<file path="config.mk">
export PLATFORM = sky130hd
export DESIGN_NAME = fifo_gang_node_allocator
export DESIGN_NICKNAME = d
export VERILOG_FILES = /design/src/design/fgna_pkg.sv /design/src/design/fgna_ctrl.sv /design/src/design/fgna_dp.sv /design/src/design/fifo_gang_node_allocator.sv
export SDC_FILE = /design/constraint.sdc
export NUM_CORES = 1
export LEC_CHECK = 0
export ABC_AREA = 1
export BUFFER_PORTS_ARGS = -buffer_cell sky130_fd_sc_hd__buf_2
export CAP_MARGIN = 20
export CORE_ASPECT_RATIO = 1.4
export CORE_MARGIN = 2
export CORE_UTILIZATION = 45
export DETAILED_ROUTE_END_ITERATION = 7
export PLACE_DENSITY = 0.69
export SYNTH_ARGS = -nofsm -noshare
export SYNTH_HDL_FRONTEND = slang
export SYNTH_HIERARCHICAL = 1
export SYNTH_SLANG_ARGS = --single-unit
</file>
<file path="constraint.sdc">
create_clock -name clk -period 11.9 [get_ports clk]
set_input_delay 2.38 -clock clk [delete_from_list [all_inputs] [get_ports clk]]
set_output_delay 2.38 -clock clk [all_outputs]
set_load 0.01 [all_outputs]
</file>
<file path="src/design/fgna_pkg.sv">
// Package for the FIFO gang node allocator.
// Sizes, action and state codes, handshake structs and count saturation.
// Used by every module of the block; depends on nothing.
`timescale 1ns / 1ps

package fgna_pkg;

  localparam int NODE_COUNT  = 16;
  localparam int QUEUE_DEPTH = 16;
  localparam int TICK_BITS   = 16;

  localparam int NW  = $clog2(NODE_COUNT + 1);
  localparam int NIW = (NODE_COUNT > 1) ? $clog2(NODE_COUNT) : 1;
  localparam int QW  = $clog2(QUEUE_DEPTH);
  localparam int CW  = $clog2(QUEUE_DEPTH + 1);

  typedef enum logic [1:0] {
    ACT_ADD      = 2'd0,
    ACT_DISPATCH = 2'd1,
    ACT_TICK     = 2'd2,
    ACT_NONE     = 2'd3
  } action_t;

  typedef enum logic [2:0] {
    ST_IDLE,
    ST_ADD,
    ST_DREAD,
    ST_DCHECK,
    ST_DALLOC,
    ST_TICK,
    ST_RESULT
  } state_t;

  typedef struct packed {
    logic [NW-1:0]        need;
    logic [TICK_BITS-1:0] ticks;
  } fifo_entry_t;

  typedef struct packed {
    logic accept;
    logic do_add;
    logic start_task;
    logic alloc_step;
    logic tick_step;
    logic load_out;
  } ctrl_cmd_t;

  typedef struct packed {
    logic q_empty;
    logic task_fits;
    logic alloc_last;
    logic tick_last;
    logic out_free;
  } dp_status_t;

  function automatic logic [4:0] sat5(input logic [31:0] v);
    return (v > 32'd31) ? 5'd31 : v[4:0];
  endfunction

endpackage

</file>
<file path="src/design/fgna_ctrl.sv">
// Controller state machine of the FIFO gang node allocator.
// Sequences add, dispatch and tick work; uses fgna_pkg.
`timescale 1ns / 1ps

module fgna_ctrl
  import fgna_pkg::*;
(
  input  logic       clk,
  input  logic       rst_n,
  input  logic       in_valid,
  input  logic [1:0] in_action,
  output logic       in_stall,
  input  dp_status_t status,
  output ctrl_cmd_t  cmd
);

  state_t  state_r, state_nxt;
  action_t action;

  assign action   = action_t'(in_action);
  assign in_stall = (state_r != ST_IDLE);

  always_ff @(posedge clk) begin
    if (!rst_n) begin
      state_r <= ST_IDLE;
    end else begin
      state_r <= state_nxt;
    end
  end

  always_comb begin
    state_nxt = state_r;
    case (state_r)
      ST_IDLE: begin
        if (in_valid) begin
          case (action)
            ACT_ADD:      state_nxt = ST_ADD;
            ACT_DISPATCH: state_nxt = ST_DREAD;
            ACT_TICK:     state_nxt = ST_TICK;
            default:      state_nxt = ST_RESULT;
          endcase
        end
      end
      ST_ADD:   state_nxt = ST_RESULT;
      ST_DREAD: state_nxt = ST_DCHECK;
      ST_DCHECK: begin
        if (!status.q_empty && status.task_fits) begin
          state_nxt = ST_DALLOC;
        end else begin
          state_nxt = ST_RESULT;
        end
      end
      ST_DALLOC: begin
        if (status.alloc_last) begin
          state_nxt = ST_DREAD;
        end
      end
      ST_TICK: begin
        if (status.tick_last) begin
          state_nxt = ST_RESULT;
        end
      end
      ST_RESULT: begin
        if (status.out_free) begin
          state_nxt = ST_IDLE;
        end
      end
      default: state_nxt = ST_IDLE;
    endcase
  end

  always_comb begin
    cmd = '0;
    case (state_r)
      ST_IDLE:   cmd.accept     = in_valid;
      ST_ADD:    cmd.do_add     = 1'b1;
      ST_DCHECK: cmd.start_task = !status.q_empty && status.task_fits;
      ST_DALLOC: cmd.alloc_step = 1'b1;
      ST_TICK:   cmd.tick_step  = 1'b1;
      ST_RESULT: cmd.load_out   = status.out_free;
      default:   cmd = '0;
    endcase
  end

endmodule

</file>
<file path="src/design/fgna_dp.sv">
// Datapath of the FIFO gang node allocator: task queue memory, node pool,
// countdown memory, counters and result register. Uses fgna_pkg.
`timescale 1ns / 1ps

module fgna_dp
  import fgna_pkg::*;
(
  input  logic        clk,
  input  logic        rst_n,
  input  ctrl_cmd_t   cmd,
  output dp_status_t  status,
  input  logic [4:0]  in_task_nodes,
  input  logic [15:0] in_task_ticks,
  output logic        out_valid,
  input  logic        out_stall,
  output logic        out_dropped,
  output logic [4:0]  out_started_now,
  output logic [4:0]  out_busy_nodes,
  output logic [4:0]  out_queued_tasks,
  output logic [4:0]  out_running_tasks,
  output logic [31:0] out_finished_total,
  output logic [31:0] out_unfinished_total
);

  fifo_entry_t          fifo_mem [QUEUE_DEPTH];
  logic [TICK_BITS-1:0] rem_mem  [NODE_COUNT];

  fifo_entry_t          head_rd_r;
  logic [TICK_BITS-1:0] rem_rd_r;

  logic [4:0]           nodes_in_r, nodes_in_nxt;
  logic [15:0]          ticks_in_r, ticks_in_nxt;

  logic [NODE_COUNT-1:0] busy_r, busy_nxt;
  logic [NODE_COUNT-1:0] leader_r, leader_nxt;
  logic [NW-1:0]         busy_cnt_r, busy_cnt_nxt;
  logic [NW-1:0]         running_r, running_nxt;
  logic [NW-1:0]         started_r, started_nxt;
  logic [NW-1:0]         need_left_r, need_left_nxt;
  logic [TICK_BITS-1:0]  task_ticks_r, task_ticks_nxt;
  logic                  first_r, first_nxt;
  logic [NIW-1:0]        idx_r, idx_nxt, idx_inc;
  logic [QW-1:0]         head_r, head_nxt;
  logic [CW-1:0]         count_r, count_nxt;
  logic [31:0]           accepted_r, accepted_nxt;
  logic [31:0]           completed_r, completed_nxt;
  logic                  dropped_r, dropped_nxt;
  logic                  out_valid_r, out_valid_nxt;

  logic                  fifo_we;
  fifo_entry_t           fifo_wdata;
  logic [QW-1:0]         tail;
  logic [QW:0]           tail_sum;
  logic                  rem_we;
  logic [TICK_BITS-1:0]  rem_wdata;
  logic [NW-1:0]         free_cnt;
  logic [NW-1:0]         need_sat;
  logic [TICK_BITS-1:0]  ticks_sat;
  logic                  out_free;

  logic        res_dropped_r;
  logic [4:0]  res_started_r, res_busy_r, res_queued_r, res_running_r;
  logic [31:0] res_finished_r, res_unfinished_r;

  assign out_free = !out_valid_r || !out_stall;
  assign free_cnt = NW'(NODE_COUNT) - busy_cnt_r;

  assign tail_sum = (QW + 1)'(head_r) + (QW + 1)'(count_r);
  assign tail     = (tail_sum >= (QW + 1)'(QUEUE_DEPTH)) ?
                    QW'(tail_sum - (QW + 1)'(QUEUE_DEPTH)) : QW'(tail_sum);

  assign idx_inc = (idx_r == NIW'(NODE_COUNT - 1)) ? '0 : idx_r + 1'b1;

  always_comb begin
    if (32'(nodes_in_r) > 32'(NODE_COUNT)) begin
      need_sat = NW'(NODE_COUNT);
    end else if (nodes_in_r == 5'd0) begin
      need_sat = NW'(1);
    end else begin
      need_sat = NW'(nodes_in_r);
    end
    ticks_sat = TICK_BITS'(ticks_in_r);
    if (ticks_sat == '0) begin
      ticks_sat = TICK_BITS'(1);
    end
  end

  always_comb begin
    status.q_empty    = (count_r == '0);
    status.task_fits  = (head_rd_r.need <= free_cnt);
    status.alloc_last = !busy_r[idx_r] && (need_left_r == NW'(1));
    status.tick_last  = (idx_r == NIW'(NODE_COUNT - 1));
    status.out_free   = out_free;
  end

  always_comb begin
    nodes_in_nxt   = nodes_in_r;
    ticks_in_nxt   = ticks_in_r;
    busy_nxt       = busy_r;
    leader_nxt     = leader_r;
    busy_cnt_nxt   = busy_cnt_r;
    running_nxt    = running_r;
    started_nxt    = started_r;
    need_left_nxt  = need_left_r;
    task_ticks_nxt = task_ticks_r;
    first_nxt      = first_r;
    idx_nxt        = idx_r;
    head_nxt       = head_r;
    count_nxt      = count_r;
    accepted_nxt   = accepted_r;
    completed_nxt  = completed_r;
    dropped_nxt    = dropped_r;
    fifo_we        = 1'b0;
    fifo_wdata     = '{need: need_sat, ticks: ticks_sat};
    rem_we         = 1'b0;
    rem_wdata      = task_ticks_r;

    if (cmd.accept) begin
      nodes_in_nxt = in_task_nodes;
      ticks_in_nxt = in_task_ticks;
      dropped_nxt  = 1'b0;
      started_nxt  = '0;
      idx_nxt      = '0;
    end

    if (cmd.do_add) begin
      if (count_r == CW'(QUEUE_DEPTH)) begin
        dropped_nxt = 1'b1;
      end else begin
        fifo_we      = 1'b1;
        count_nxt    = count_r + 1'b1;
        accepted_nxt = accepted_r + 32'd1;
      end
    end

    if (cmd.start_task) begin
      need_left_nxt  = head_rd_r.need;
      task_ticks_nxt = head_rd_r.ticks;
      first_nxt      = 1'b1;
      idx_nxt        = '0;
    end

    if (cmd.alloc_step) begin
      idx_nxt = idx_inc;
      if (!busy_r[idx_r]) begin
        busy_nxt[idx_r]   = 1'b1;
        leader_nxt[idx_r] = first_r;
        rem_we            = 1'b1;
        busy_cnt_nxt      = busy_cnt_r + 1'b1;
        need_left_nxt     = need_left_r - 1'b1;
        first_nxt         = 1'b0;
        if (need_left_r == NW'(1)) begin
          head_nxt    = (head_r == QW'(QUEUE_DEPTH - 1)) ? '0 : head_r + 1'b1;
          count_nxt   = count_r - 1'b1;
          running_nxt = running_r + 1'b1;
          started_nxt = started_r + 1'b1;
        end
      end
    end

    if (cmd.tick_step) begin
      idx_nxt = idx_inc;
      if (busy_r[idx_r]) begin
        rem_we    = 1'b1;
        rem_wdata = rem_rd_r - 1'b1;
        if (rem_rd_r == TICK_BITS'(1)) begin
          busy_nxt[idx_r] = 1'b0;
          busy_cnt_nxt    = busy_cnt_r - 1'b1;
          if (leader_r[idx_r]) begin
            leader_nxt[idx_r] = 1'b0;
            completed_nxt     = completed_r + 32'd1;
            if (running_r != '0) begin
              running_nxt = running_r - 1'b1;
            end
          end
        end
      end
    end
  end

  always_comb begin
    out_valid_nxt = out_valid_r;
    if (cmd.load_out) begin
      out_valid_nxt = 1'b1;
    end else if (out_valid_r && !out_stall) begin
      out_valid_nxt = 1'b0;
    end
  end

  always_ff @(posedge clk) begin
    if (fifo_we) begin
      fifo_mem[tail] <= fifo_wdata;
    end
    head_rd_r <= fifo_mem[head_r];
  end

  always_ff @(posedge clk) begin
    if (rem_we) begin
      rem_mem[idx_r] <= rem_wdata;
    end
    rem_rd_r <= rem_mem[idx_nxt];
  end

  always_ff @(posedge clk) begin
    if (!rst_n) begin
      busy_r      <= '0;
      leader_r    <= '0;
      busy_cnt_r  <= '0;
      running_r   <= '0;
      started_r   <= '0;
      first_r     <= 1'b0;
      idx_r       <= '0;
      head_r      <= '0;
      count_r     <= '0;
      accepted_r  <= '0;
      completed_r <= '0;
      dropped_r   <= 1'b0;
      out_valid_r <= 1'b0;
    end else begin
      busy_r      <= busy_nxt;
      leader_r    <= leader_nxt;
      busy_cnt_r  <= busy_cnt_nxt;
      running_r   <= running_nxt;
      started_r   <= started_nxt;
      first_r     <= first_nxt;
      idx_r       <= idx_nxt;
      head_r      <= head_nxt;
      count_r     <= count_nxt;
      accepted_r  <= accepted_nxt;
      completed_r <= completed_nxt;
      dropped_r   <= dropped_nxt;
      out_valid_r <= out_valid_nxt;
    end
  end

  always_ff @(posedge clk) begin
    nodes_in_r   <= nodes_in_nxt;
    ticks_in_r   <= ticks_in_nxt;
    need_left_r  <= need_left_nxt;
    task_ticks_r <= task_ticks_nxt;
    if (cmd.load_out) begin
      res_dropped_r    <= dropped_r;
      res_started_r    <= sat5(32'(started_r));
      res_busy_r       <= sat5(32'(busy_cnt_r));
      res_queued_r     <= sat5(32'(count_r));
      res_running_r    <= sat5(32'(running_r));
      res_finished_r   <= completed_r;
      res_unfinished_r <= accepted_r - completed_r;
    end
  end

  assign out_valid            = out_valid_r;
  assign out_dropped          = res_dropped_r;
  assign out_started_now      = res_started_r;
  assign out_busy_nodes       = res_busy_r;
  assign out_queued_tasks     = res_queued_r;
  assign out_running_tasks    = res_running_r;
  assign out_finished_total   = res_finished_r;
  assign out_unfinished_total = res_unfinished_r;

endmodule

</file>
<file path="src/design/fifo_gang_node_allocator.sv">
// Channel   Direction  Beat contents
// in_       input      action, task_nodes, task_ticks
// out_      output     dropped, started_now, busy/queued/running counts, totals
//
// One item at a time. Tick walks the nodes one per cycle through the countdown
// memory. Dispatch starts tasks from the queue head while the head task fits,
// scanning at most NODE_COUNT nodes to place each started task.
// Reset is synchronous and needs no clearing pass. A stalled result waits in
// the output register while the next item is already taken in.
// Top level; uses fgna_pkg, fgna_ctrl and fgna_dp.
`timescale 1ns / 1ps

module fifo_gang_node_allocator
  import fgna_pkg::*;
(
  input  logic        clk,
  input  logic        rst_n,
  input  logic        in_valid,
  output logic        in_stall,
  input  logic [1:0]  in_action,
  input  logic [4:0]  in_task_nodes,
  input  logic [15:0] in_task_ticks,
  output logic        out_valid,
  input  logic        out_stall,
  output logic        out_dropped,
  output logic [4:0]  out_started_now,
  output logic [4:0]  out_busy_nodes,
  output logic [4:0]  out_queued_tasks,
  output logic [4:0]  out_running_tasks,
  output logic [31:0] out_finished_total,
  output logic [31:0] out_unfinished_total
);

  ctrl_cmd_t  cmd;
  dp_status_t status;

  fgna_ctrl u_ctrl (
    .clk       (clk),
    .rst_n     (rst_n),
    .in_valid  (in_valid),
    .in_action (in_action),
    .in_stall  (in_stall),
    .status    (status),
    .cmd       (cmd)
  );

  fgna_dp u_dp (
    .clk                  (clk),
    .rst_n                (rst_n),
    .cmd                  (cmd),
    .status               (status),
    .in_task_nodes        (in_task_nodes),
    .in_task_ticks        (in_task_ticks),
    .out_valid            (out_valid),
    .out_stall            (out_stall),
    .out_dropped          (out_dropped),
    .out_started_now      (out_started_now),
    .out_busy_nodes       (out_busy_nodes),
    .out_queued_tasks     (out_queued_tasks),
    .out_running_tasks    (out_running_tasks),
    .out_finished_total   (out_finished_total),
    .out_unfinished_total (out_unfinished_total)
  );

endmodule
</file>
==> results.txt, run 1 <==
----------------------------------------------------
[Die]
  Effective utilization at floorplan ... 45.5%
  Standard cell core area ... around 85,000 um2
  X dimension of the die ... 251 um
  Num ports ... between 100 and 150
  Die boundary height ... 350 um
  Full die area ... roughly 88,000 um2
  Total number of placement rows ... about 130

[Route]
  Avg WL per Cell ... roughly 20 um
  Vias after detailed routing ... 26,600
  First-pass DRT Iterations ... 5
  Number of nets still failing antenna checks after routing ... 0
  First DRT Iteration DRCs ... 2,323
  Number of remaining DRC errors ... 0
  Final routed wirelength across all metal layers ... between 90,000 and 100,000 um
  Post-DR vias/cell ... ~5.5

[Hold path]
  Worst Hold End ... u_dp/task_ticks_r[5]
  Instance count along the most critical hold path ... 0
  Hold Path Class ... reg2reg
  Beginning of the worst hold path ... u_dp/head_rd_r[5]

[Finish]
  Filler-free cell count of the finished design ... between 4,000 and 5,000
  Seq. cell area ... 24,900 um2
  # fillers ... 7,338
  Net count, final ... ~3,700
  Share of layout cells above drive strength 1 ... roughly 11%
  Combined area of the multi-input logic cells ... roughly 12,000 um2
  End-of-flow core utilization ... about half
  Antenna diode instance count ... 0
  Final Cell Area ... approximately 43,000 um2
  Layout area overhead ... 12.5%

[Yosys]
  Number of enable-type register cells in the synthesized netlist ... around 700
  Synth top area share ... 55.8%
  Async S/R FF share, synth ... 0%
  Number of warnings printed during yosys synthesis ... 6
  Mapped Cells ... around 3,600
  Per-instance average area after synthesis ... between 10 and 15 um2
  Sequential area share after synthesis ... 64.7%
  Total standard cell area after synthesis ... a little under 40,000 um2
  Number of distinct library cells after synthesis ... 52
  Seq cells post-synth ... 886
  Post-synth top area cell ... sky130_fd_sc_hd__edfxtp_1
  Post-Syn Nets ... ~3,600
  Leading post-synthesis cells by cell area ... sky130_fd_sc_hd__edfxtp_1, sky130_fd_sc_hd__dfxtp_1, sky130_fd_sc_hd__nand2_1
  Dominant register cell in the synthesized netlist ... sky130_fd_sc_hd__edfxtp_1

[Worst setup path]
  Maximum fanout count along the critical path ... 90
  Critical path startpoint category ... input pin
  Worst R2R Setup Slack ... roughly 6700 ps
  RR Startpoint ... u_dp/busy_cnt_r[0]
  Path type of the worst setup path ... in2reg
  CP Data Required Time ... ~12,000 ps
  Depth of the worst register-to-register path ... 23
  Critical Path Sink Type ... register
  Critical R2R Capture ... u_dp/rem_rd_r[12]
  Arrival time worst endpoint ... slightly above 6000 ps

[Placement]
  Total placed instance area ... about 40,000 um2
  Placed cell count ... around 4,600
  DP Wirelength ... 58,400 um
  Number of buffers added on ports ... 113
  RD Place Congestion ... just over 0.9

[GRT]
  Vias in the first global route ... about 25,000
  Pin count of the biggest net entering global routing ... 134
  Global-route wire length before repair ... 144,000 um
  Initial antenna violation count ... 0
  Total routing usage reported by global routing ... approximately a fifth
  Total global routing overflow ... 0

[Outcome]
  Result of the run ... completed

[Clocking]
  H-tree levels ... 3
  Later-pin clock latency in the skew report ... about 660 ps
  Number of hold-repair buffers added at the cts stage ... 0
  Post-CTS clock slew at the launch and capture registers of the worst setup and hold paths ... 60 ps
  TritonCTS clock tree ... done
  Largest buffer count on any clock path ... 3
  Clk root buf ... sky130_fd_sc_hd__clkbuf_16
  Clock net sink count ... around 890
  Post-cts repair resize count ... 0
  Number of clock buffers inserted by TritonCTS ... between 80 and 90
  Count of buffers added by post-CTS timing repair for setup ... 0

[Pwr]
  Power density over the cells ... about 180 nW/um2
  Power consumption ... between 0.007 and 0.008 W
  Pleak ... 15.4 nW
  Worst IR Drop VDD ... around 0.2 mV

[Timing]
  Clock period minus worst slack ... ~5500 ps
  Highest attainable clock frequency ... around 0.18 GHz
  Slew of the pin with the lowest slew margin ... 1130 ps
  Worst Clk Skew ... approximately 37 ps
  Final cycle utilization of the critical path ... a little under half
  Unrepaired setup endpoints after global routing ... no
  Count of endpoints failing setup in the final report ... 0
  Number of failing hold endpoints at the final stage ... 0
  Summed negative setup slack over all endpoints ... 0 ps
  Number of slew-limit violations in the final report ... 0
  Slew headroom ... 24.6%

[Run]
  Max-cap viol count ... 0

----------------------------------------------------
==> registers in the layout, indices dropped and copies added (netlist names), 16 cells and up <==
| name | flops |
|---|---|
| u_dp/out_unfinished_total | 32 |
| u_dp/out_finished_total | 32 |
| u_dp/rem_mem | 256 |
| u_dp/leader_r | 16 |
| u_dp/rem_rd_r | 16 |
| u_dp/busy_r | 16 |
| u_dp/ticks_in_r | 16 |
| u_dp/task_ticks_r | 16 |
| u_dp/completed_r | 32 |
| u_dp/head_rd_r | 21 |
| u_dp/fifo_mem | 336 |
| u_dp/accepted_r | 32 |
==> cells in the mapped netlist (28+ instances only) <==
cell	number
sky130_fd_sc_hd__ha_1	58
sky130_fd_sc_hd__mux2i_1	32
sky130_fd_sc_hd__o21ai_0	226
sky130_fd_sc_hd__nor2_1	414
sky130_fd_sc_hd__clkbuf_1	124
sky130_fd_sc_hd__a21oi_1	213
sky130_fd_sc_hd__nor3_1	62
sky130_fd_sc_hd__dfxtp_1	172
sky130_fd_sc_hd__edfxtp_1	714
sky130_fd_sc_hd__nand4_1	28
sky130_fd_sc_hd__inv_1	266
sky130_fd_sc_hd__o32ai_1	52
sky130_fd_sc_hd__nand3_1	161
sky130_fd_sc_hd__o211ai_1	144
sky130_fd_sc_hd__buf_2	29
sky130_fd_sc_hd__xor2_1	79
sky130_fd_sc_hd__nand2_1	589
sky130_fd_sc_hd__o221ai_1	34
==> metal layers <==
layer / vias to the layer above / track usage (%) / part of all wire [%]
li1: 12700 / - / -
met1: 12800 / 25.7 / 39
met2: 885 / 38.2 / 51
met3: 212 / 2.76 / 5.5
met4: 0 / 9.52 / 3.9
met5: - / 0 / 0
==> power by group <==
part,total [W],internal [W],switching [W],leakage [nW]
Sequential,0.00378,0.00362,0.000168,7.87
Clock,0.00281,0.00167,0.00115,1.45
Combinational,0.00138,0.000431,0.000951,6.07
==> stage by stage <==
stage / hold slack, ps / setup WS [ps]
2_1_floorplan: 386 / 2900
3_3_place_gp: 387 / 5700
3_5_place_dp: 389 / 5520
4_1_cts: 390 / 6200
5_1_grt: 404 / 6090
6_report: 393 / 6370
==> how the worst max path moves through the flow <==
stage	from	end	slack [ps]	depth (start not counted)
2_1_floorplan	out_stall	u_dp/out_busy_nodes[0]	2900	4
3_3_place_gp	in_valid	u_dp/rem_rd_r[2]	5700	14
3_5_place_dp	in_valid	u_dp/rem_rd_r[12]	5520	14
4_1_cts	in_valid	u_dp/rem_rd_r[12]	6200	14
5_1_grt	in_valid	u_dp/rem_rd_r[12]	6090	15
6_report	in_valid	u_dp/rem_rd_r[12]	6370	15
==> worst max-delay path, stage by stage <==
cell	delay, ps
sky130_fd_sc_hd__buf_2	80
sky130_fd_sc_hd__inv_1	70
sky130_fd_sc_hd__nor2_4	700
sky130_fd_sc_hd__nor2_1	110
sky130_fd_sc_hd__nand2_1	250
sky130_fd_sc_hd__nand2_2	60
sky130_fd_sc_hd__buf_4	380
sky130_fd_sc_hd__nand2_4	560
sky130_fd_sc_hd__buf_4	490
sky130_fd_sc_hd__buf_16	350
sky130_fd_sc_hd__nand2_1	100
sky130_fd_sc_hd__o211ai_1	100
sky130_fd_sc_hd__o211ai_1	120
sky130_fd_sc_hd__nand3_1	130
sky130_fd_sc_hd__nand2_1	60
==> cells by family after synthesis <==
family                   count (synthesis)  share of synthesized area (%)
buffers and inverters                  465                           4.88
flip-flops                             886                           64.7
XOR/XNOR                               101                           2.30
multiplexers                            32                          0.833
AO/OA/AOI/OAI                          709                           11.2
AND/OR/NAND/NOR                       1300                           14.1
adder cells (fa/ha/maj)                 60                           1.99
==> cells in the final DEF, fill, tap and decap left out, types with 10 or more instances in the layout <==
cell type and count:
sky130_fd_sc_hd__a21oi_1 213, sky130_fd_sc_hd__buf_2 113, sky130_fd_sc_hd__buf_4 64, sky130_fd_sc_hd__bufinv_16 10, sky130_fd_sc_hd__clkbuf_1 18, sky130_fd_sc_hd__clkbuf_16 91
sky130_fd_sc_hd__clkinv_1 12, sky130_fd_sc_hd__clkinv_2 14, sky130_fd_sc_hd__dfxtp_1 170, sky130_fd_sc_hd__edfxtp_1 714, sky130_fd_sc_hd__ha_1 58, sky130_fd_sc_hd__inv_1 264
sky130_fd_sc_hd__inv_2 12, sky130_fd_sc_hd__mux2i_1 32, sky130_fd_sc_hd__nand2_1 586, sky130_fd_sc_hd__nand3_1 161, sky130_fd_sc_hd__nand4_1 28, sky130_fd_sc_hd__nor2_1 394
sky130_fd_sc_hd__nor2_2 24, sky130_fd_sc_hd__nor3_1 46, sky130_fd_sc_hd__nor3_2 17, sky130_fd_sc_hd__o211ai_1 144, sky130_fd_sc_hd__o21ai_0 226, sky130_fd_sc_hd__o221ai_1 34
sky130_fd_sc_hd__o32ai_1 52, sky130_fd_sc_hd__xnor2_1 22, sky130_fd_sc_hd__xor2_1 79
==> area by class of cell <==
class,instances,area share (%)
sequential,886,57.5
clock buffer,116,5.64
inverter,280,2.45
tap,1088,3.15
multi-input combinational,2202,27.4
timing repair buffer,182,2.61
clock inverter,46,1.19
Power figures use the tool's default switching activity.
==> run 2: changes to the inputs <==
==> constraint.sdc (replaced) <==
create_clock -name clk -period 5.5 [get_ports clk]
set_input_delay 1.1 -clock clk [delete_from_list [all_inputs] [get_ports clk]]
set_output_delay 1.1 -clock clk [all_outputs]
set_load 0.01 [all_outputs]
==> run 2 against run 1 <==
Register-to-register slack got worse by 5400 ps; hold slack better by 10 ps; flip-flop and latch count stayed put; sequential power grew 120%; total power is 110% higher; critical path type is now reg2reg; highest routed layer is now met5.
==> results.txt, run 2 (synthesized netlist as in run 1, its figures left out) <==
----------------------------------------------------
[Outcome]
  Result of the run ... completed

[Clocking]
  TritonCTS clock tree ... done
  Later-pin clock latency in the skew report ... 670 ps (about the same)
  Clock net sink count ... 886 (unchanged)
  Number of hold-repair buffers added at the cts stage ... 0 (unchanged)
  Post-cts repair resize count ... 0 (unchanged)
  Largest buffer count on any clock path ... 3 (unchanged)
  Post-CTS clock slew at the launch and capture registers of the worst setup and hold paths ... 60 ps (about the same)
  H-tree levels ... 3 (unchanged)
  Clk root buf ... sky130_fd_sc_hd__clkbuf_16
  Number of clock buffers inserted by TritonCTS ... 85 (-1.2%)
  Count of buffers added by post-CTS timing repair for setup ... 0 (unchanged)

[Worst setup path]
  Critical Path Sink Type ... register
  Critical path startpoint category ... register
  Critical R2R Capture ... u_dp/rem_rd_r[11]
  Depth of the worst register-to-register path ... 20 (-13%)
  CP Data Required Time ... 6020 ps (-6400 ps)
  Maximum fanout count along the critical path ... 72 (-20%)
  Path type of the worst setup path ... reg2reg
  Worst R2R Setup Slack ... 1350 ps (-5360 ps)
  RR Startpoint ... u_dp/busy_cnt_r[0]
  Arrival time worst endpoint ... 4670 ps (-1380 ps)

[Timing]
  Final cycle utilization of the critical path ... approximately three quarters
  Count of endpoints failing setup in the final report ... 0 (unchanged)
  Worst Clk Skew ... 33.2 ps (-3.37 ps)
  Slew of the pin with the lowest slew margin ... 1070 ps (-62.2 ps)
  Unrepaired setup endpoints after global routing ... no
  Number of failing hold endpoints at the final stage ... 0 (unchanged)
  Clock period minus worst slack ... 4150 ps
  Slew headroom ... 28.6% (+4.1 points)
  Number of slew-limit violations in the final report ... 0 (unchanged)
  Summed negative setup slack over all endpoints ... 0 ps (unchanged)
  Highest attainable clock frequency ... ~0.24 GHz

[Finish]
  Share of layout cells above drive strength 1 ... 10.6% (-0.13 points)
  Commonest non-fill, non-tap cell in the layout ... sky130_fd_sc_hd__edfxtp_1
  Register ranked first by flip-flop count ... u_dp/fifo_mem
  Antenna diode instance count ... 0 (unchanged)
  Highest-count cells in the layout ignoring fill and taps ... sky130_fd_sc_hd__edfxtp_1, sky130_fd_sc_hd__nand2_1, sky130_fd_sc_hd__nor2_1
  Layout area overhead ... 11.9%
  Filler-free cell count of the finished design ... 4,799 (-0.021%)
  Max FFs per register ... 336 (unchanged)
  Largest registers ranked by flip-flop count ... u_dp/fifo_mem x336, u_dp/rem_mem x256
  Net count, final ... 3,727 (+0.054%)

[GRT]
  GRT met2 Usage ... 38.6% (+0.37 points)
  Met3 global-route usage ... 2.88% (+0.12 points)
  Highest-utilization routing layer at the global route stage ... met2
  Pin count of the biggest net entering global routing ... 122 (-9.0%)
  Initial antenna violation count ... 1 (+1)
  Total global routing overflow ... 0 (unchanged)
  Global-route wire length before repair ... 146,000 um (+0.82%)
  Vias in the first global route ... 25,800 (+1.2%)
  M1 GR Usage ... 25.8% (+0.099 points)
  Total routing usage reported by global routing ... 21.5% (+0.15 points)

[Route]
  First DRT Iteration DRCs ... 2,163 (-6.9%)
  Final routed wirelength across all metal layers ... 95,700 um (+0.68%)
  Number of remaining DRC errors ... 0 (unchanged)
  Number of nets still failing antenna checks after routing ... 0 (unchanged)
  Post-DR vias/cell ... 5.57 (+0.58%)
  First-pass DRT Iterations ... 5 (unchanged)
  Avg WL per Cell ... 19.9 um (+0.70%)
  Vias after detailed routing ... 26,700 (+0.56%)

[Die]
  Standard cell core area ... 84,500 um2 (unchanged)
  Full die area ... 87,800 um2 (unchanged)
  Num ports ... 114 (unchanged)
  Die boundary height ... 350 um (unchanged)
  Effective utilization at floorplan ... 45.5% (unchanged)
  X dimension of the die ... 251 um (unchanged)
  Total number of placement rows ... 126 (unchanged)

[Placement]
  Number of buffers added on ports ... 113 (unchanged)
  DP Wirelength ... 58,700 um (+0.52%)
  RD Place Congestion ... 0.937 (+1.5%)
  Placed cell count ... 4,637 (+0.086%)

[Hold path]
  Hold Path Class ... reg2reg
  Worst Hold End ... u_dp/task_ticks_r[10]
  Beginning of the worst hold path ... u_dp/head_rd_r[10]
  Instance count along the most critical hold path ... 0 (unchanged)

[Pwr]
  Pleak ... 15.3 nW (-0.82%)
  Worst IR Drop VDD ... 0.328 mV (+63%)
  Power density over the cells ... 393 nW/um2 (+110%)

[Run]
  Max-cap viol count ... 0 (unchanged)

----------------------------------------------------
run 2: changes by cell type in the layout (fill, tap and decap cells not counted), sizes merged:
cell,before,now
bufinv,10,5
buf,181,183
clkbuf,117,103
clkinvlp,3,5
inv,286,284
clkinv,27,43
run 2: worst max path at each step:
stage	start	end	cells past startpoint
final	u_dp/busy_cnt_r[0]	u_dp/rem_rd_r[11]	20
after global routing	u_dp/busy_cnt_r[0]	u_dp/rem_rd_r[11]	20
after global placement	u_dp/busy_cnt_r[0]	u_dp/rem_rd_r[5]	17
after detailed placement	u_dp/busy_cnt_r[0]	u_dp/rem_rd_r[11]	20
after CTS	u_dp/busy_cnt_r[0]	u_dp/rem_rd_r[11]	20
after floorplan	out_stall	u_dp/out_busy_nodes[0]	4
run 2: through the flow:
step | setup slack, ps | hold slack (ps) | instance area, um2 | total power, W | utilization (%)
6_report | 1350 | 403 | 43000 | 0.0169 | 50.9
5_1_grt | 903 | 405 | 43000 | 0.0176 | 50.9
4_1_cts | 1390 | 401 | 43000 | 0.0170 | 50.9
3_5_place_dp | 1430 | 389 | 40300 | 0.0113 | 47.7
3_3_place_gp | 1540 | 389 | 40300 | 0.0112 | 47.6
2_1_floorplan | 341 | 386 | 38500 | 0.0105 | -
run 2: area by class of cell:
cell class / instances / area (um2)
tap: 1088 / 1360
sequential: 886 / 24900
timing repair buffer: 185 / 1130
inverter: 280 / 1060
clock inverter: 57 / 473
multi-input combinational: 2202 / 11900
clock buffer: 101 / 2230
fill: 7400 / 41500
run 2: power by group:
part           internal [W]  switching, W
combinational      0.000938       0.00211
clock               0.00316       0.00254
sequential          0.00782      0.000334
total                0.0119       0.00498
run 2: worst max-delay path: stages, from the launching register on:
cell,delay [ps]
sky130_fd_sc_hd__dfxtp_1,380
sky130_fd_sc_hd__inv_1,130
sky130_fd_sc_hd__ha_1,240
sky130_fd_sc_hd__nand2_1,80
sky130_fd_sc_hd__xor2_1,160
sky130_fd_sc_hd__ha_1,270
sky130_fd_sc_hd__a21oi_1,140
sky130_fd_sc_hd__o221ai_1,110
sky130_fd_sc_hd__o21ai_0,90
sky130_fd_sc_hd__inv_1,80
sky130_fd_sc_hd__nor3_2,220
sky130_fd_sc_hd__nor2_1,90
sky130_fd_sc_hd__nand2_1,230
sky130_fd_sc_hd__nand2_2,380
sky130_fd_sc_hd__nand2_4,210
sky130_fd_sc_hd__buf_4,530
sky130_fd_sc_hd__nand2_1,140
sky130_fd_sc_hd__o211ai_1,120
sky130_fd_sc_hd__o211ai_1,120
sky130_fd_sc_hd__nand3_1,130
sky130_fd_sc_hd__nand2_1,80
run 2: layer usage:
layer	routed length (um)	vias up	part of all wire, %
li1	-	12700	-
met1	37500	12800	39
met2	48700	986	51
met3	5850	230	6.1
met4	3700	2	3.9
met5	10	-	0.010
